**src/rtl/rrts_pkg.sv**
```systemverilog
// ============================================================================
// rrts_pkg: shared types and constants for the round-robin thread scheduler
// Thread state codes, request and status codes, controller command struct.
// ============================================================================
package rrts_pkg;

    localparam int MAX_THREADS_DEF = 16;

    localparam logic [2:0] TS_UNUSED    = 3'd0;
    localparam logic [2:0] TS_READY     = 3'd1;
    localparam logic [2:0] TS_RUNNING   = 3'd2;
    localparam logic [2:0] TS_BLOCKED   = 3'd3;
    localparam logic [2:0] TS_SUSPENDED = 3'd4;
    localparam logic [2:0] TS_FINISHED  = 3'd5;

    localparam logic [2:0] REQ_CREATE    = 3'd0;
    localparam logic [2:0] REQ_YIELD     = 3'd1;
    localparam logic [2:0] REQ_JOIN      = 3'd2;
    localparam logic [2:0] REQ_SUSPEND   = 3'd3;
    localparam logic [2:0] REQ_RESUME    = 3'd4;
    localparam logic [2:0] REQ_TERMINATE = 3'd5;

    localparam logic [2:0] ST_OK       = 3'd0;
    localparam logic [2:0] ST_INVALID  = 3'd1;
    localparam logic [2:0] ST_EMPTY    = 3'd2;
    localparam logic [2:0] ST_NOT_SUSP = 3'd3;
    localparam logic [2:0] ST_FULL     = 3'd4;

    // controller -> datapath
    typedef struct packed {
        logic load;     // capture request, clear previous result
        logic apply;    // evaluate and commit decision (state writes, pushes, dispatch)
        logic rm_start; // begin queue removal walk
        logic rm_step;  // one walk step
    } t_cmd;

    // datapath -> controller
    typedef struct packed {
        logic need_rm;  // committed decision needs id removed from queue
        logic rm_done;  // walk finished
    } t_stat;

endpackage

```
**src/rtl/rrts_ctrl.sv**
```systemverilog
// ============================================================================
// rrts_ctrl: sequencing controller
// Accepts a request, steps the datapath through capture, decide-and-commit and an
// optional queue walk, then presents the result word.
// ============================================================================
module rrts_ctrl (
    input  logic           i_clk,
    input  logic           i_rst_n,
    input  logic           i_in_valid,
    output logic           o_in_ready,
    output logic           o_out_valid,
    input  logic           i_out_ready,
    output rrts_pkg::t_cmd o_cmd,
    input  rrts_pkg::t_stat i_stat
);
    import rrts_pkg::*;

    typedef enum logic [4:0] {
        S_IDLE  = 5'b00001,
        S_APPLY = 5'b00010,
        S_RMGO  = 5'b00100,
        S_WALK  = 5'b01000,
        S_OUT   = 5'b10000
    } t_state;

    t_state r_state, n_state;

    always_comb begin
        n_state = r_state;
        o_cmd   = '0;
        case (r_state)
            S_IDLE: begin
                if (i_in_valid) begin
                    o_cmd.load = 1'b1;
                    n_state    = S_APPLY;
                end
            end
            S_APPLY: begin
                o_cmd.apply = 1'b1;
                n_state     = S_RMGO;
            end
            S_RMGO: begin
                if (i_stat.need_rm) begin
                    o_cmd.rm_start = 1'b1;
                    n_state        = S_WALK;
                end else begin
                    n_state = S_OUT;
                end
            end
            S_WALK: begin
                o_cmd.rm_step = 1'b1;
                if (i_stat.rm_done) n_state = S_OUT;
            end
            S_OUT: begin
                if (i_out_ready) n_state = S_IDLE;
            end
            default: n_state = S_IDLE;
        endcase
    end

    always_ff @(posedge i_clk) begin
        if (!i_rst_n) r_state <= S_IDLE;
        else          r_state <= n_state;
    end

    assign o_in_ready  = (r_state == S_IDLE);
    assign o_out_valid = (r_state == S_OUT);

endmodule

```
**src/rtl/rrts_dp.sv**
```systemverilog
// ============================================================================
// rrts_dp: scheduler datapath
// Thread tables, ready queue as a circular buffer, and the removal walk that
// closes the gap left by an id taken out of the middle of the queue.
// ============================================================================
module rrts_dp #(
    parameter int MAX_THREADS = rrts_pkg::MAX_THREADS_DEF
) (
    input  logic            i_clk,
    input  logic            i_rst_n,
    input  rrts_pkg::t_cmd  i_cmd,
    output rrts_pkg::t_stat o_stat,
    input  logic [2:0]      i_req_type,
    input  logic [3:0]      i_target_id,
    output logic [2:0]      o_status,
    output logic [3:0]      o_created_id,
    output logic [3:0]      o_running_now,
    output logic            o_switched
);
    import rrts_pkg::*;

    localparam int IW = $clog2(MAX_THREADS);
    localparam int CW = $clog2(MAX_THREADS + 1);
    localparam logic [CW-1:0] MAXC = CW'(MAX_THREADS);
    localparam logic [IW:0]   NONE = (IW+1)'(MAX_THREADS);

    logic [2:0]  r_ts  [MAX_THREADS];
    logic [IW:0] r_wt  [MAX_THREADS];
    logic [IW-1:0] r_q [MAX_THREADS];
    logic [IW-1:0] r_head;
    logic [CW-1:0] r_cnt, r_made;
    logic [IW-1:0] r_cur;

    // latched request
    logic [2:0]    r_req;
    logic [CW-1:0] r_tgt;

    // decision
    logic [2:0] r_status;
    logic [3:0] r_created;
    logic       r_sw;

    // removal walk
    logic          r_need_rm, r_walking, r_found;
    logic [IW-1:0] r_rm_id;
    logic [CW-1:0] r_pos;

    function automatic logic [IW-1:0] qidx(input logic [IW-1:0] h, input logic [CW-1:0] p);
        logic [IW:0] s;
        s = {1'b0, h} + (IW+1)'(p);
        if (s >= NONE) s = s - NONE;
        return s[IW-1:0];
    endfunction

    logic [IW-1:0] tix, wix;
    logic [2:0]    ts, wts;
    logic [IW:0]   w;
    logic          tgt_ok, wakes, is_cur;
    assign tgt_ok = (r_tgt < r_made);
    assign tix    = r_tgt[IW-1:0];
    assign ts     = r_ts[tix];
    assign w      = r_wt[tix];
    assign wix    = w[IW-1:0];
    assign wts    = r_ts[wix];
    assign wakes  = (w < NONE) && (wts == TS_BLOCKED);
    assign is_cur = (tix == r_cur);

    logic [IW-1:0] head_id;
    assign head_id = r_q[r_head];

    // walk access
    logic [IW-1:0] wp, wn;
    assign wp = qidx(r_head, r_pos);
    assign wn = qidx(r_head, r_pos + CW'(1));

    logic [CW-1:0] made0;
    assign made0 = (r_made == '0) ? CW'(1) : r_made;

    always_ff @(posedge i_clk) begin
        if (!i_rst_n) begin
            for (int i = 0; i < MAX_THREADS; i++) begin
                r_ts[i] <= TS_UNUSED;
                r_wt[i] <= NONE;
            end
            r_head    <= '0;
            r_cnt     <= '0;
            r_made    <= '0;
            r_cur     <= '0;
            r_need_rm <= 1'b0;
            r_walking <= 1'b0;
            r_found   <= 1'b0;
            r_pos     <= '0;
        end else begin
            if (i_cmd.load) begin
                r_req     <= i_req_type;
                r_tgt     <= CW'(i_target_id);
                r_need_rm <= 1'b0;
                r_status  <= ST_OK;
                r_created <= '0;
                r_sw      <= 1'b0;
            end
            if (i_cmd.apply) begin
                // one event, all state rows read before this edge
                if (r_req == REQ_CREATE) begin
                    if (r_made == '0) begin
                        r_ts[0] <= TS_RUNNING;
                        r_cur   <= '0;
                    end
                    if (made0 >= MAXC) begin
                        r_status <= ST_FULL;
                        r_made   <= made0;
                    end else begin
                        r_created <= 4'(made0);
                        r_ts[made0[IW-1:0]] <= TS_READY;
                        r_wt[made0[IW-1:0]] <= NONE;
                        r_q[qidx(r_head, r_cnt)] <= made0[IW-1:0];
                        r_cnt  <= r_cnt + CW'(1);
                        r_made <= made0 + CW'(1);
                    end
                end else if (r_made == '0 || r_req > REQ_TERMINATE) begin
                    r_status <= ST_INVALID;
                end else if (r_req == REQ_YIELD) begin
                    if (r_cnt != '0) begin
                        // push current then pop head: head moves, count stays
                        r_ts[r_cur] <= TS_READY;
                        r_q[qidx(r_head, r_cnt)] <= r_cur;
                        r_head <= qidx(r_head, CW'(1));
                        r_cur  <= head_id;
                        r_ts[head_id] <= TS_RUNNING;
                        r_sw   <= 1'b1;
                    end
                end else if (!tgt_ok) begin
                    r_status <= ST_INVALID;
                end else begin
                    case (r_req)
                        REQ_JOIN: begin
                            if (is_cur) r_status <= ST_INVALID;
                            else if (ts == TS_FINISHED) r_status <= ST_OK;
                            else if (r_cnt == '0) r_status <= ST_EMPTY;
                            else begin
                                r_wt[tix]  <= {1'b0, r_cur};
                                r_ts[r_cur] <= TS_BLOCKED;
                                r_head <= qidx(r_head, CW'(1));
                                r_cnt  <= r_cnt - CW'(1);
                                r_cur  <= head_id;
                                r_ts[head_id] <= TS_RUNNING;
                                r_sw   <= 1'b1;
                            end
                        end
                        REQ_SUSPEND: begin
                            if (is_cur) begin
                                if (r_cnt == '0) r_status <= ST_EMPTY;
                                else begin
                                    r_ts[tix] <= TS_SUSPENDED;
                                    r_head <= qidx(r_head, CW'(1));
                                    r_cnt  <= r_cnt - CW'(1);
                                    r_cur  <= head_id;
                                    r_ts[head_id] <= TS_RUNNING;
                                    r_sw   <= 1'b1;
                                end
                            end else if (ts != TS_FINISHED) begin
                                if (ts == TS_READY) begin
                                    r_need_rm <= 1'b1;
                                    r_rm_id   <= tix;
                                end
                                r_ts[tix] <= TS_SUSPENDED;
                            end
                        end
                        REQ_RESUME: begin
                            if (ts != TS_SUSPENDED) r_status <= ST_NOT_SUSP;
                            else begin
                                r_ts[tix] <= TS_READY;
                                r_q[qidx(r_head, r_cnt)] <= tix;
                                r_cnt <= r_cnt + CW'(1);
                            end
                        end
                        default: begin // terminate
                            if (ts == TS_FINISHED) r_status <= ST_OK;
                            else if (is_cur && r_cnt == '0 && !wakes) r_status <= ST_EMPTY;
                            else if (is_cur) begin
                                // cur unqueued: push waiter+pop, or it runs
                                r_wt[tix] <= NONE;
                                r_ts[tix] <= TS_FINISHED;
                                r_sw <= 1'b1;
                                if (r_cnt == '0) begin
                                    r_cur <= wix;
                                    r_ts[wix] <= TS_RUNNING;
                                end else begin
                                    if (wakes) begin
                                        r_ts[wix] <= TS_READY;
                                        r_q[qidx(r_head, r_cnt)] <= wix;
                                    end else begin
                                        r_cnt <= r_cnt - CW'(1);
                                    end
                                    r_head <= qidx(r_head, CW'(1));
                                    r_cur  <= head_id;
                                    r_ts[head_id] <= TS_RUNNING;
                                end
                            end else begin
                                if (wakes) begin
                                    r_ts[wix] <= TS_READY;
                                    r_q[qidx(r_head, r_cnt)] <= wix;
                                    r_cnt <= r_cnt + CW'(1);
                                end
                                r_wt[tix] <= NONE;
                                r_ts[tix] <= TS_FINISHED;
                                if (ts == TS_READY) begin
                                    r_need_rm <= 1'b1;
                                    r_rm_id   <= tix;
                                end
                            end
                        end
                    endcase
                end
            end
            if (i_cmd.rm_start) begin
                r_walking <= 1'b1;
                r_found   <= 1'b0;
                r_pos     <= '0;
            end
            if (i_cmd.rm_step) begin
                // find the id, then shift later entries down one per cycle
                if (r_pos + CW'(1) >= r_cnt) begin
                    r_walking <= 1'b0;
                    r_need_rm <= 1'b0;
                    if (r_found || r_q[wp] == r_rm_id) r_cnt <= r_cnt - CW'(1);
                end else begin
                    if (r_found || r_q[wp] == r_rm_id) begin
                        r_found <= 1'b1;
                        r_q[wp] <= r_q[wn];
                    end
                    r_pos <= r_pos + CW'(1);
                end
            end
        end
    end

    assign o_stat.need_rm = r_need_rm;
    assign o_stat.rm_done = r_walking && (r_pos + CW'(1) >= r_cnt);

    assign o_status      = r_status;
    assign o_created_id  = r_created;
    assign o_running_now = 4'(r_cur);
    assign o_switched    = r_sw;

endmodule

```
**src/rtl/round_robin_thread_scheduler.sv**
```systemverilog
// ============================================================================
// round_robin_thread_scheduler: top level
// Hardware round-robin scheduler: thread table, waiter table, FIFO ready queue.
// ============================================================================
// Sequence: after accept the controller runs APPLY and RMGO, then shows the
//   result word in OUT; a suspend or terminate of a queued thread adds the
//   WALK state, one step per queued entry (at most MAX_THREADS - 1 entries).
// Throughput: one word in flight; next word accepted the cycle after the
//   result word is taken.
// Reset: synchronous active low; all threads unused, queue empty, no waiters.
module round_robin_thread_scheduler #(
    parameter int MAX_THREADS = rrts_pkg::MAX_THREADS_DEF
) (
    input  logic       i_clk,
    input  logic       i_rst_n,
    input  logic       s_axis_tvalid,
    output logic       s_axis_tready,
    input  logic [7:0] s_axis_tdata,   // [2:0] req_type, [6:3] target_id, [7] zero
    output logic       m_axis_tvalid,
    input  logic       m_axis_tready,
    output logic [15:0] m_axis_tdata   // [2:0] status, [6:3] created_id,
                                       // [10:7] running_now, [11] switched
);
    import rrts_pkg::*;

    t_cmd  cmd;
    t_stat stat;
    logic [2:0] status;
    logic [3:0] created_id, running_now;
    logic       switched;

    // sequencing
    rrts_ctrl u_ctrl (
        .i_clk       (i_clk),
        .i_rst_n     (i_rst_n),
        .i_in_valid  (s_axis_tvalid),
        .o_in_ready  (s_axis_tready),
        .o_out_valid (m_axis_tvalid),
        .i_out_ready (m_axis_tready),
        .o_cmd       (cmd),
        .i_stat      (stat)
    );

    // tables and queue
    rrts_dp #(.MAX_THREADS(MAX_THREADS)) u_dp (
        .i_clk         (i_clk),
        .i_rst_n       (i_rst_n),
        .i_cmd         (cmd),
        .o_stat        (stat),
        .i_req_type    (s_axis_tdata[2:0]),
        .i_target_id   (s_axis_tdata[6:3]),
        .o_status      (status),
        .o_created_id  (created_id),
        .o_running_now (running_now),
        .o_switched    (switched)
    );

    assign m_axis_tdata = {4'b0, switched, running_now, created_id, status};

    // a word is captured only when the port is ready
    a_load_ready: assert property (@(posedge i_clk) disable iff (!i_rst_n)
        cmd.load |-> s_axis_tready && s_axis_tvalid)
        else $error("load without accept");

    // result never shown while the removal walk runs
    a_no_out_walk: assert property (@(posedge i_clk) disable iff (!i_rst_n)
        cmd.rm_step |-> !m_axis_tvalid)
        else $error("result during walk");

    // status field stays in its code range
    a_status_rng: assert property (@(posedge i_clk) disable iff (!i_rst_n)
        m_axis_tvalid |-> status <= ST_FULL)
        else $error("bad status");

endmodule
```
**config.mk**
```make
export PLATFORM = sky130hd
export DESIGN_NAME = round_robin_thread_scheduler
export DESIGN_NICKNAME = d
export VERILOG_FILES = /design/src/rtl/rrts_pkg.sv /design/src/rtl/rrts_ctrl.sv /design/src/rtl/rrts_dp.sv /design/src/rtl/round_robin_thread_scheduler.sv
export SDC_FILE = /design/constraint.sdc
export NUM_CORES = 1
export LEC_CHECK = 0
export BUFFER_PORTS_ARGS = -buffer_cell sky130_fd_sc_hd__buf_2
export CAP_MARGIN = 20
export CORE_ASPECT_RATIO = 1.2
export CORE_UTILIZATION = 56
export CTS_CLUSTER_DIAMETER = 100
export DETAILED_ROUTE_END_ITERATION = 8
export PLACE_DENSITY = 0.75
export SETUP_SLACK_MARGIN = 0.15
export SLEW_MARGIN = 20
export SYNTH_ARGS = -nofsm -noshare
export SYNTH_HDL_FRONTEND = slang
export SYNTH_HIERARCHICAL = 1
export SYNTH_SLANG_ARGS = --single-unit
```
**constraint.sdc**
```tcl
create_clock -name i_clk -period 5.1 [get_ports i_clk]
set_input_delay 0.765 -clock i_clk [delete_from_list [all_inputs] [get_ports i_clk]]
set_output_delay 0.765 -clock i_clk [all_outputs]
set_load 0.05 [all_outputs]
```
# Yosys cells after proc, flatten, opt, wreduce, memory -nomap -nowiden
# Memories as Yosys holds them, arrays and structs flattened. A register that Yosys moved wholly into a read port is not among the register bits.
# Cells that the tools add are included.
totals:
  n_memories: 3
  ram_bits: 192
  ff_bits: 50
  in_bits: 12
mem_list:
  columns: ["name", "words", "word_bits", "read_ports", "rd_clocked_by_memory_dff", "write_ports", "line", "source"]
  rows:
  - ["u_dp.r_wt", 16, 5, 1, 1, 16, "rrts_dp.sv:28", "logic [IW:0] r_wt [MAX_THREADS];"]
  - ["u_dp.r_q", 16, 4, 3, 1, 1, "rrts_dp.sv:29", "logic [IW-1:0] r_q [MAX_THREADS];"]
  - ["u_dp.r_ts", 16, 3, 2, 1, 16, "rrts_dp.sv:27", "logic [2:0] r_ts [MAX_THREADS];"]
classes:
  bitwise_logic: 34
  reduce_logical: 30
  addsub: 12
  n_eq_ne: 41
  n_mux: 304
  n_lt_le_gt_ge: 9
ops:
  columns: ["cell", "n"]
  rows:
  - ["$mux W4", 54]
  - ["$mux W1", 179]
  - ["$mux W5", 33]
  - ["$mux W3", 30]
  - ["$ge A5 B5 Y1 const B", 5]
  - ["$pmux W5 S5", 1]
  - ["$eq A4 B4 Y1", 6]
  - ["$pmux W4 S3", 2]
  - ["$reduce_or A3 Y1", 6]
  - ["$or A1 B1 Y1", 17]
  - ["$sub A4 B1 Y4 const B", 4]
  - ["$add A4 B5 Y5", 3]
  - ["$add A5 B1 Y5 const B", 3]
  - ["$pmux W5 S3", 1]
  - ["$ne A2 B2 Y1 const B", 6]
  - ["$reduce_and A12 Y1", 1]
  - ["$reduce_and A11 Y1", 1]
  - ["$logic_not A5 Y1", 2]
  - ["$reduce_and A10 Y1", 1]
  - ["$reduce_or A5 Y1", 2]
  - ["$eq A3 B2 Y1 const B", 3]
  - ["$ne A3 B2 Y1 const B", 3]
  - ["$ne A3 B3 Y1 const B", 3]
  - ["$not A1 Y1", 9]
  - ["other kinds (37)", 55]

# Longest topological paths before layout
# Gate-level depths: netlist of the first run.
# An unclocked memory read counts as a cell.
logic_depth:
  ltp_word: 22
  ltp_mapped: 17
  ltp_nobuf: 13

# Hierarchy
# The synthesis of the first run kept the hierarchy.
modules_own_cells:
  columns: ["mod", "instances", "area_per_inst_um2", "cells_per_inst", "seq_area_each_um2"]
  rows:
  - ["rrts_dp", 1, 16309.4, 1577, 6856.6]
  - ["rrts_ctrl", 1, 367.9, 41, 100.1]
  - ["round_robin_thread_scheduler", 1, 41.3, 6, 0.0]

# Least setup slack after synthesis of the first run
# OpenSTA, ideal clock, no wires.
synth_timing:
  kind: "reg-to-reg"
  startpoint: "reg u_dp.r_head[0]"
  endpoint: "mem u_dp/r_q[7][0] (netlist bit) (enable)"
  path_stages_with_launch: 16
  required_ns: 4.763
  synth_period_minus_slack_ns: 4.628
  arrival_ns: 4.290
  setup_ns: 0.337
  setup_slack_ns: 0.472
  cell_sequence: "dfxtp_1 ha_1 fa_1 clkbuf_1 buf_1 mux4_2 mux2i_1 mux2i_1 xnor2_1 a41oi_1 nor2_1 nand2_1 nor3b_1 and3_1 buf_1 o21bai_1"
synth_via:
  elab_chain_cells: 13
synth_lines:
  columns: ["item", "line", "source"]
  rows:
  - ["start: declaration", "rrts_dp.sv:30", "logic [IW-1:0] r_head;"]
  - ["start signal: assignment", "rrts_dp.sv:127", "r_head <= qidx(r_head, CW'(1));"]
  - ["start signal: assignment", "rrts_dp.sv:143", "r_head <= qidx(r_head, CW'(1));"]
  - ["start signal: assignment", "rrts_dp.sv:155", "r_head <= qidx(r_head, CW'(1));"]
  - ["$add A4 B5 Y5", "rrts_dp.sv:50", "s = {1'b0, h} + (IW+1)'(p);"]
  - ["$sub A4 B1 Y4 / $ge A5 B5 Y1 (equally long branches)", "rrts_dp.sv:51", "if (s >= NONE) s = s - NONE;"]
  - ["$mux W4", "rrts_dp.sv:51", null]
  - ["$mem_v2 Z16 W4", null, null]
  - ["$eq A4 B4 Y1", "rrts_dp.sv:228", "if (r_found || r_q[wp] == r_rm_id) begin"]
  - ["$logic_or A1 B1 Y1", "rrts_dp.sv:228", null]
  - ["$mux W1", "rrts_dp.sv:228", null]
  - ["$mux W1", "rrts_dp.sv:223", "if (r_pos + CW'(1) >= r_cnt) begin"]
  - ["$mux W1", "rrts_dp.sv:221", "if (i_cmd.rm_step) begin"]
  - ["$mux W1", "rrts_dp.sv:80", "if (!i_rst_n) begin"]
  - ["$mux W1 (not written as such)", "rrts_dp.sv:230", "r_q[wp] <= r_q[wn];"]
  - ["$reduce_or A4 Y1 (no source line)", null, null]
  - ["$mux W4 (no source line) / $mux W1 (equally long branches)", null, null]
  - ["end: declaration", "rrts_dp.sv:29", null]
# Parallel ways exist; a longest one is shown, timed or not.

==> results of run 1 <==
==> registers in the layout, summed over array words and instances, names as in the netlist, 5 cells and up, named ones only <==
name / flops
u_dp/r_wt: 80
u_dp/r_pos: 5
u_dp/r_made: 5
u_dp/r_q: 64
u_dp/r_cnt: 5
u_dp/r_ts: 48
u_ctrl/r_state: 5
==> layout make-up <==
type | instances | area share, %
Clock buffer | 38 | 4.00
Clock inverter | 12 | 0.850
Inverter | 31 | 0.632
Multi-Input combinational cell | 1222 | 49.4
Sequential cell | 250 | 37.8
Tap cell | 385 | 2.62
Timing Repair Buffer | 117 | 4.72
==> kinds of logic (layout without fill, tap and decap cells) <==
group,Yosys count,count (layout),share of synthesized area [%]
AO/OA/AOI/OAI,323,323,12.8
flip-flops,250,250,41.6
XOR/XNOR,42,42,2.20
buffers and inverters,155,198,4.24
multiplexers,222,222,19.2
AND/OR/NAND/NOR,606,606,18.0
other,1,4,0.0224
adder cells (fa/ha/maj),25,25,2.01
==> through the flow <==
step | area [um2] | hold WS, ns | power, W | utilization [%] | cells
2_1_floorplan | 16700 | 0.427 | 0.00264 | - | 1627
3_3_place_gp | 17500 | 0.440 | 0.00278 | 60.1 | 2005
3_5_place_dp | 17500 | 0.456 | 0.00279 | 60.1 | 2005
4_1_cts | 18400 | 0.365 | 0.00478 | 63.2 | 2055
5_1_grt | 18400 | 0.374 | 0.00490 | 63.3 | 2055
6_report | 18400 | 0.381 | 0.00476 | 63.3 | 2055
==> layer usage <==
metal  track usage (%)  wire length, um  part of all wire [%]  up-vias
li1                  -                -                     -     6188
met4              16.0             2480                   5.1        0
met1              39.9            18300                    38     6776
met5                 0                0                     0        -
met3              4.69             4410                   9.0      162
met2              54.6            23600                    48      857
==> what timing repair did <==
item	CTS	global route
endpoints found under the setup margin	0	56
buffers inserted	0	0
gates resized for setup	0	7
==> placed cells by master (no fill, tap or decap), types with 11 or more instances in the layout <==
| master | instances |
|---|---|
| ha_1 | 21 |
| xnor2_1 | 27 |
| and2_1 | 22 |
| or2_2 | 12 |
| nand4_1 | 13 |
| nor3_1 | 37 |
| mux2_2 | 16 |
| nor2_1 | 143 |
| nand3b_1 | 12 |
| a21oi_1 | 65 |
| mux2i_1 | 118 |
| o22ai_1 | 25 |
| dfxtp_1 | 52 |
| nor2b_1 | 19 |
| o21a_1 | 19 |
| xor2_1 | 15 |
| nand2b_1 | 27 |
| buf_2 | 24 |
| buf_4 | 89 |
| clkbuf_16 | 27 |
| o221ai_1 | 15 |
| inv_1 | 29 |
| and3_1 | 38 |
| nand3_1 | 59 |
| edfxtp_1 | 195 |
| a21o_1 | 11 |
| o21ai_0 | 67 |
| a31oi_1 | 20 |
| nand2_1 | 173 |
| mux4_2 | 74 |
==> power groups by stage <==
| stage | Sequential, W | Clock, W | Combinational, W |
|---|---|---|---|
| after floorplan | 0.00230 | 0 | 0.000346 |
| after global placement | 0.00231 | 0 | 0.000478 |
| after detailed placement | 0.00231 | 0 | 0.000483 |
| after CTS | 0.00226 | 0.00203 | 0.000487 |
| after global routing | 0.00227 | 0.00210 | 0.000531 |
| final | 0.00227 | 0.00200 | 0.000498 |
==> worst max-delay path, delay by kind of cell, from the launching register on <==
kind | cells | cell delay, ns
mux | 4 | 1.13
flops | 1 | 0.67
compound gates | 3 | 1.14
buf+inv | 3 | 0.62
simple gates | 3 | 0.79
==> how the worst max path moves through the flow <==
stage	startpoint	slack (ns)	to	cells after the start
2_1_floorplan	u_dp/r_head[0]	0.47	u_dp/r_q[7][0]	15
3_3_place_gp	flip-flop	0.39	u_dp/r_ts[4][0]	12
3_5_place_dp	flip-flop	0.28	u_dp/r_ts[4][1]	11
4_1_cts	u_dp/r_pos[0]	0.25	u_dp/r_q[14][2]	13
5_1_grt	flip-flop	0.19	u_dp/r_ts[3][1]	13
6_report	flip-flop	0.43	u_dp/r_ts[3][1]	13
==> results.yml, run 1 <==
floorplan:
  dieArea_mm2: 0.0306
  die_w_um: 160
  start_util_pct: 57.5
  die_h_um: 191
  ioPinCount: 30
  core-area_mm2: 0.0291
  num_rows: 68
grt:
  grt_use_total_pct: 32.1
  grt_pass1_wl_um: 76100
  grt_antenna_before_repair: 0
  grt-ovfl-total: 0
  grt_max_degree: 48
  first_global_vias: 13609
power_and_ir_drop:
  leakage_nw: 6.85
  vdd_drop_max_mv: 0.327
  clkPwrFrac_pct: 42.0
  p_sw_w: 0.00119
  combPwrFrac_pct: 10.5
  pwr-share-seq_pct: 47.6
  sw_frac_of_total_pct: 25.0
  powerDensity_mw_per_mm2: 259
  p_int_w: 0.00357
timing:
  post-route-min-period_ns: 4.67
  setup_tns_ns: 0
  finClkSkew_ns: 0.0169
  rsz0062_at_grt: "no"
  slew_violations: 0
  setup_viol: 0
  maxSlewHeadroom_pct: 28.4
  period_share_pct: 91.6
  worst-slew-pin-transition_ns: 1.07
  finalWorstSetupSlack_ns: 0.428
  report.final.hold_viol_count: 0
  fmax_mhz: 214
setup_path:
  worstPathArrival_ns: 4.93
  end_kind: "flip-flop"
  required_ns: 5.36
  rr_worst_depth: 13
  cpMaxStageDelayCell: "dfxtp_1"
  r2r_setup_slack_ns: 0.43
  start_kind: "flip-flop"
  r2r_end: "u_dp/r_ts[3][1]"
  worstSetupPathType: "reg -> reg"
  critPathMaxStageDelay_ns: 0.67
  critPathMaxFanout: 16
  worst_path_most_repeated_cell: "mux2i_1"
  path_cells: "buf_4, mux4_2, mux2i_1, mux2i_1, and3_1, a2111o_1, inv_1, a21oi_1, o41ai_4, mux2i_1, buf_4, and2_1, nand3b_1"
synth:
  syn_avg_cell_area_um2: 10.3
  ys_seq_area_share_pct: 41.6
  synth_enable_flop_cells: 195
  synth.most_common_cell: "edfxtp_1"
  ys.flop_type: "edfxtp_1"
  synth_top_cell_by_area: "edfxtp_1"
  synthTopCellsByArea: "edfxtp_1 (35%), mux4_2 (10%), mux2i_1 (7.1%)"
  synth_common_cells: "edfxtp_1 (195), nand2_1 (173), nor2_1 (143)"
  ys_seq_elements: 250
  synth_top_area_share_pct: 35.0
  synth_cell_type_count: 96
  syn_area_mm2: 0.0167
  ys_async_sr_fraction_pct: 0
  yosysWarnings: 6
  syn_inst: 1624
clock_network:
  numCtsBuffers: 27
  clk_latency_ns: 0.56
  tritoncts: "done"
  clkSinkCount: 250
  cts_root_buf: "clkbuf_16"
  cts_htree_levels: 1
  hold_buffers: 0
  clkSlewWorstSetupHoldPaths_ns: 0.06
  clockBufferDepth: 3
placed_design:
  routabilityCongestion: 0.958
  io_buffers: 24
  hpwlAfterDp_um: 35400
  place_ws_ns: 0.283
routing:
  postRouteWirelength_um: 48800
  avgRoutedWirePerCell_um: 23.8
  firstDrtPassIters: 5
  drc_errors: 0
  routed_via_density: 6.80
  via_count: 13983
  drt-initial-drc-count: 1469
  antenna_left: 0
layout:
  multi_input_area_mm2: 0.00909
  seq_area_mm2: 0.00696
  fillers: 2355
  final_net_count: 1686
  diodes: 0
  drive_gt1_share_pct: 17.4
  area_growth_syn_to_layout_pct: 10.1
status:
  status: "finished clean"
worst_hold_path:
  hold_path_depth: 1
  min_from: "s_axis_tdata[0]"
  hold_path_class: "in -> reg"
  hold_path_end: "u_dp/r_req[0]"
job:
  drv_cap: 0
No activity file was read; power rests on OpenSTA's default activity.
==> inputs of run 2 (changes only) <==
- SYNTH_HIERARCHICAL: 1 -> default
==> results.yml, run 2 <==
status:
  status: "finished clean"
grt:
  grt_antenna_before_repair: 0
  grt-ovfl-total: 0
  grt_max_degree: 40
  grt_pass1_wl_um: 83700
  first_global_vias: 13872
  grt_use_total_pct: 36.3
power_and_ir_drop:
  pwr-share-seq_pct: 47.2
  leakage_nw: 6.23
  powerDensity_mw_per_mm2: 262
  power_w: 0.00486
  combPwrFrac_pct: 16.1
  vdd_drop_max_mv: 0.357
  p_int_w: 0.00343
  clkPwrFrac_pct: 36.8
  p_sw_w: 0.00143
  sw_frac_of_total_pct: 29.5
layout:
  area_growth_syn_to_layout_pct: 10.7
  final_net_count: 1735
  largest_reg_flops: 80
  final_common_cell: "edfxtp_1"
  top_register: "u_dp.r_wt"
  top_regs: "u_dp.r_wt x80, u_dp.r_q x64, u_dp.r_ts x48"
  fin_util_pct: 62.8
  finalInstanceArea_mm2: 0.0185
  fillers: 2457
  drive_gt1_share_pct: 18.8
  layout_common_cells: "edfxtp_1 (195), nor2_1 (179), nand2_1 (157), buf_4 (108), o21ai_0 (91)"
  diodes: 0
setup_path:
  end_kind: "flip-flop"
  path_cells: "mux4_2, mux4_2, mux2i_1, mux2i_1, a21oi_1, o211ai_1, o21ai_2, and2_1, mux2i_1, o21ai_1"
  worstSetupPathType: "reg -> reg"
  required_ns: 5.29
  critPathMaxStageDelay_ns: 0.71
  critPathMaxFanout: 19
  crit_family: "multiplexers"
  cp_num_buf_inv: 0
  worst_path_most_repeated_cell: "mux2i_1"
  start_kind: "flip-flop"
  cpMaxStageDelayCell: "dfxtp_2"
  worstPathArrival_ns: 4.96
job:
  drv_cap: 0
clock_network:
  cts_root_buf: "clkbuf_16"
  clk_latency_ns: 0.56
  clkSinkCount: 250
  tritoncts: "done"
  numCtsBuffers: 25
  clkSlewWorstSetupHoldPaths_ns: 0.07
  post-cts-setup-buffers: 0
  cts_htree_levels: 1
  clockBufferDepth: 3
timing:
  worst-slew-pin-transition_ns: 0.942
  period_share_pct: 93.6
  slew_violations: 0
  rsz0062_at_grt: "no"
  post-route-min-period_ns: 4.77
  setup_viol: 0
  maxSlewHeadroom_pct: 37.0
  fmax_mhz: 209
  report.final.hold_viol_count: 0
  finClkSkew_ns: 0.0156
  setup_tns_ns: 0
synth:
  syn_avg_cell_area_um2: 10.2
  ys.flop_type: "edfxtp_1"
  synth_common_cells: "edfxtp_1 (195), nor2_1 (180), nand2_1 (157)"
  synthTopCellsByArea: "edfxtp_1 (35%), mux4_2 (11%), dfxtp_1 (6.6%)"
  ys_seq_area_share_pct: 41.5
  yosysWarnings: 0
  synth_cell_type_count: 90
  synth_enable_flop_cells: 195
  synth_top_cell_by_area: "edfxtp_1"
  syn_inst: 1644
  syn_area_mm2: 0.0167
  synth_top_area_share_pct: 35.0
  ys_seq_elements: 250
  ys_async_sr_fraction_pct: 0
  synth.most_common_cell: "edfxtp_1"
routing:
  routed_via_density: 6.95
  postRouteWirelength_um: 55600
  drt-initial-drc-count: 1734
  drc_errors: 0
  firstDrtPassIters: 6
  via_count: 14648
  antenna_left: 0
  avgRoutedWirePerCell_um: 26.4
worst_hold_path:
  min_from: "s_axis_tdata[2]"
  hold_path_class: "in -> reg"
floorplan:
  dieArea_mm2: 0.0306
  die_w_um: 160
  num_rows: 69
  ioPinCount: 30
  start_util_pct: 56.7
  core-area_mm2: 0.0295
  die_h_um: 191
placed_design:
  hpwlAfterDp_um: 41800
  io_buffers: 24
  routabilityCongestion: 1.03
  place_area_mm2: 0.0177
[run 2: cell type report]
class	count	area [um2]	share of cell area [%]
clock buffer	28	647	3.49
clock inverter	18	128	0.688
inverter	33	124	0.668
multi-input combinational	1254	9200	49.6
sequential	250	6960	37.5
tap	390	488	2.63
timing repair buffer	135	991	5.35
[run 2: final timing paths]
kind                     end  slack, ns  cells after the start
max          u_dp.r_wt[0][4]       0.33                     10
max reg2reg  u_dp.r_wt[0][4]       0.33                     10
min reg2reg   u_dp.r_walking       0.46                      2
min            u_dp.r_req[2]       0.39                      1
[run 2: cell families (layout without fill, tap and decap cells)]
family | after synthesis | in the layout | synth area share (%)
xor gates and xnor gates | 44 | 44 | 2.30
buffers and inverters | 143 | 214 | 3.84
other | 1 | 4 | 0.0224
and+or+nand+nor | 611 | 611 | 17.5
muxes | 165 | 165 | 16.2
AOI/OAI and AO/OA | 406 | 406 | 16.6
DFF | 250 | 250 | 41.5
adders and majority gates | 24 | 24 | 1.93
[run 2: through the flow]
step	hold WS, ns	setup WS (ns)	instances
after floorplan	0.424	0.792	1647
after global placement	0.438	0.304	2062
after detailed placement	0.455	0.0636	2062
after CTS	0.377	0.232	2108
after global routing	0.387	0.172	2108
final	0.393	0.326	2108
[run 2: timing repair]
item                       CTS  global route
gates resized for setup      1             9
hold buffers                 0             0
setup endpoints to repair    5            63
pin swaps                    0             0
[run 2: per-layer routing]
metal | track usage [%] | up-vias | wire (um)
li1 | - | 6428 | -
met1 | 45.9 | 7138 | 20600
met2 | 62.2 | 915 | 27100
met3 | 4.47 | 167 | 4960
met4 | 17.4 | 0 | 2870
met5 | 0 | - | 0
[run 2: power groups by stage]
stage / Sequential [W] / Clock [W] / Combinational, W
2_1_floorplan: 0.00232 / 0 / 0.000498
3_5_place_dp: 0.00234 / 0 / 0.000756
4_1_cts: 0.00229 / 0.00180 / 0.000761
6_report: 0.00229 / 0.00179 / 0.000782
5_1_grt: 0.00230 / 0.00186 / 0.000819
3_3_place_gp: 0.00233 / 0 / 0.000749
==> inputs of run 3 (changes only) <==
- ABC_AREA: default -> 1
==> results.yml, run 3 <==
clock_network:
  hold_buffers: 0
  tritoncts: "done"
  clockBufferDepth: 3
  clk_latency_ns: 0.57
  numCtsBuffers: 27
  cts_root_buf: "clkbuf_16"
  clkSlewWorstSetupHoldPaths_ns: 0.06
  cts_htree_levels: 1
  clkSinkCount: 250
layout:
  final_net_count: 2151
  area_growth_syn_to_layout_pct: 9.05
  largest_reg_flops: 80
  final_common_cell: "nand2_1"
  drive_gt1_share_pct: 9.88
  fin_util_pct: 62.8
  layout_common_cells: "nand2_1 (451), nor2_1 (232), o21ai_0 (216), inv_1 (196), edfxtp_1 (195)"
  diodes: 0
  top_regs: "u_dp.r_wt x80, u_dp.r_q x64, u_dp.r_ts x48"
  top_register: "u_dp.r_wt"
setup_path:
  critPathMaxStageDelay_ns: 0.56
  rr_worst_depth: 19
  start_kind: "flip-flop"
  worstSetupPathType: "reg -> reg"
  end_kind: "flip-flop"
  path_cells: "ha_1, inv_1, fa_1, clkinv_1, buf_4, a21oi_1, o21ai_0, o21ai_0, nand2_1, a21oi_1, a21o_1, xor2_1, a31o_2, nand2_1, clkinvlp_4, or2_2, o21ai_0, nand2_1, nor2_2"
  critPathMaxFanout: 16
  worst-path-stages: 19
  required_ns: 5.33
  worstPathArrival_ns: 4.84
  cpMaxStageDelayCell: "fa_1"
  cp_num_buf_inv: 4
  crit_family: "simple AND/OR/NAND/NOR gates"
floorplan:
  die_w_um: 157
  die_h_um: 188
  dieArea_mm2: 0.0296
  num_rows: 67
  start_util_pct: 57.6
  core-area_mm2: 0.0282
  ioPinCount: 30
worst_hold_path:
  hold_path_class: "in -> reg"
  hold_path_depth: 1
timing:
  slew_violations: 0
  report.final.hold_viol_count: 0
  setup_tns_ns: 0
  fmax_mhz: 217
  maxSlewHeadroom_pct: 36.5
  setup_viol: 0
  rsz0062_at_grt: "no"
  finClkSkew_ns: 0.0245
  worst-slew-pin-transition_ns: 0.949
  finalWorstSetupSlack_ns: 0.494
  holdWs_ns: 0.381
  post-route-min-period_ns: 4.61
  period_share_pct: 90.3
synth:
  yosysWarnings: 0
  synth_cell_type_count: 63
  syn_area_mm2: 0.0162
  synth_top_cell_by_area: "edfxtp_1"
  synth_common_cells: "nand2_1 (451), nor2_1 (239), o21ai_0 (217)"
  ys_seq_elements: 250
  ys.flop_type: "edfxtp_1"
  synthTopCellsByArea: "edfxtp_1 (36%), nand2_1 (10%), dfxtp_1 (6.8%)"
  ys_async_sr_fraction_pct: 0
  ys_seq_area_share_pct: 42.9
  synth_enable_flop_cells: 195
  synth_top_area_share_pct: 36.1
  syn_avg_cell_area_um2: 7.69
  syn_inst: 2108
  synth.most_common_cell: "nand2_1"
grt:
  grt_use_met1_pct: 42.7
  use_met2_pct: 54.1
  grt_use_total_pct: 33.1
  grt_antenna_before_repair: 0
  first_global_vias: 14215
  grt_pass1_wl_um: 76000
  grt_max_degree: 82
  met3_usage_pct: 5.24
  grt-ovfl-total: 0
  busiest_layer: "met2"
routing:
  antenna_left: 0
  drc_errors: 0
  avgRoutedWirePerCell_um: 19.2
  drt-initial-drc-count: 1548
  postRouteWirelength_um: 48400
  routed_via_density: 6.04
  firstDrtPassIters: 6
  via_count: 15179
status:
  status: "finished clean"
placed_design:
  hpwlAfterDp_um: 33900
  routabilityCongestion: 0.999
  place_ws_ns: 0.329
  io_buffers: 24
power_and_ir_drop:
  vdd_drop_max_mv: 0.343
  leakage_nw: 6.97
  powerDensity_mw_per_mm2: 349
job:
  drv_cap: 0
## run 3: cell count changes in the layout (fill, tap and decap cells not counted), moves of 28 or more
cell / previous run / this run
a21oi_1: 88 / 142
buf_4: 108 / 46
inv_1: 30 / 196
mux2i_1: 67 / 0
mux4_2: 84 / 0
nand2_1: 157 / 451
nand2b_1: 28 / 0
nand3_1: 49 / 179
nor2_1: 179 / 232
nor3_1: 55 / 16
o21ai_0: 91 / 216
## run 3: path summary, 6_finish.rpt
| check | slack, ns | endpoint | from |
|---|---|---|---|
| setup / recovery | 0.49 | u_dp.r_q[8][1] | u_dp.r_pos[0] |
| hold / removal | 0.38 | u_dp.r_tgt[3] | s_axis_tdata[6] |
| setup reg to reg | 0.49 | u_dp.r_q[8][1] | u_dp.r_pos[0] |
| hold reg to reg | 0.47 | u_dp.r_walking | u_dp.r_walking |
## run 3: where the power goes
group	internal (W)	switching, W
Clock	0.00125	0.000836
Combinational	0.000465	0.00128
Sequential	0.00227	0.0000555
## run 3: logic make-up (layout without fill, tap and decap cells)
group	after synthesis	in the layout	synth area share (%)
flops	250	250	42.9
fa+ha+maj	24	24	1.99
other cells	1	4	0.0231
simple gates	988	988	27.6
xor+xnor	34	34	1.84
buf+inv	322	346	8.32
mux	4	4	0.278
compound gates	485	485	17.0
## run 3: worst register-to-register path: cells and delay by family (launching register included)
family,cells,cell delay [ns]
AO/OA/AOI/OAI,7,1.16
flip-flops,1,0.45
XOR/XNOR,1,0.08
adder cells (fa/ha/maj),2,0.79
AND/OR/NAND/NOR,5,1.22
buffers and inverters,4,0.59
## run 3: final cells by class
cell class,instances,area (um2)
clock buffers,32,714
well taps,379,474
multi-input cells,1539,7950
clock inverters,17,228
flip-flops and latches,250,6960
fillers,2508,10500
repair buffers,72,497
inverters,225,858
## run 3: routing by layer
layer	wire length [um]	part of all wire, %	vias to the layer above
met3	4210	8.7	167
li1	-	-	7203
met1	19300	40	6985
met4	2170	4.5	0
met2	22700	47	824
met5	0	0	-
## run 3: what timing repair did
action / 4_1_cts / 5_1_grt
setup buffers: 0 / 3
resized for setup: 0 / 14
setup endpoints to repair: 0 / 302
## run 3: metrics by stage
stage,area (um2),instances,power (W)
after floorplan,16200,2111,0.00361
after global placement,16700,2462,0.00402
after detailed placement,16700,2462,0.00405
after CTS,17600,2511,0.00611
after global routing,17700,2514,0.00640
final,17700,2514,0.00616
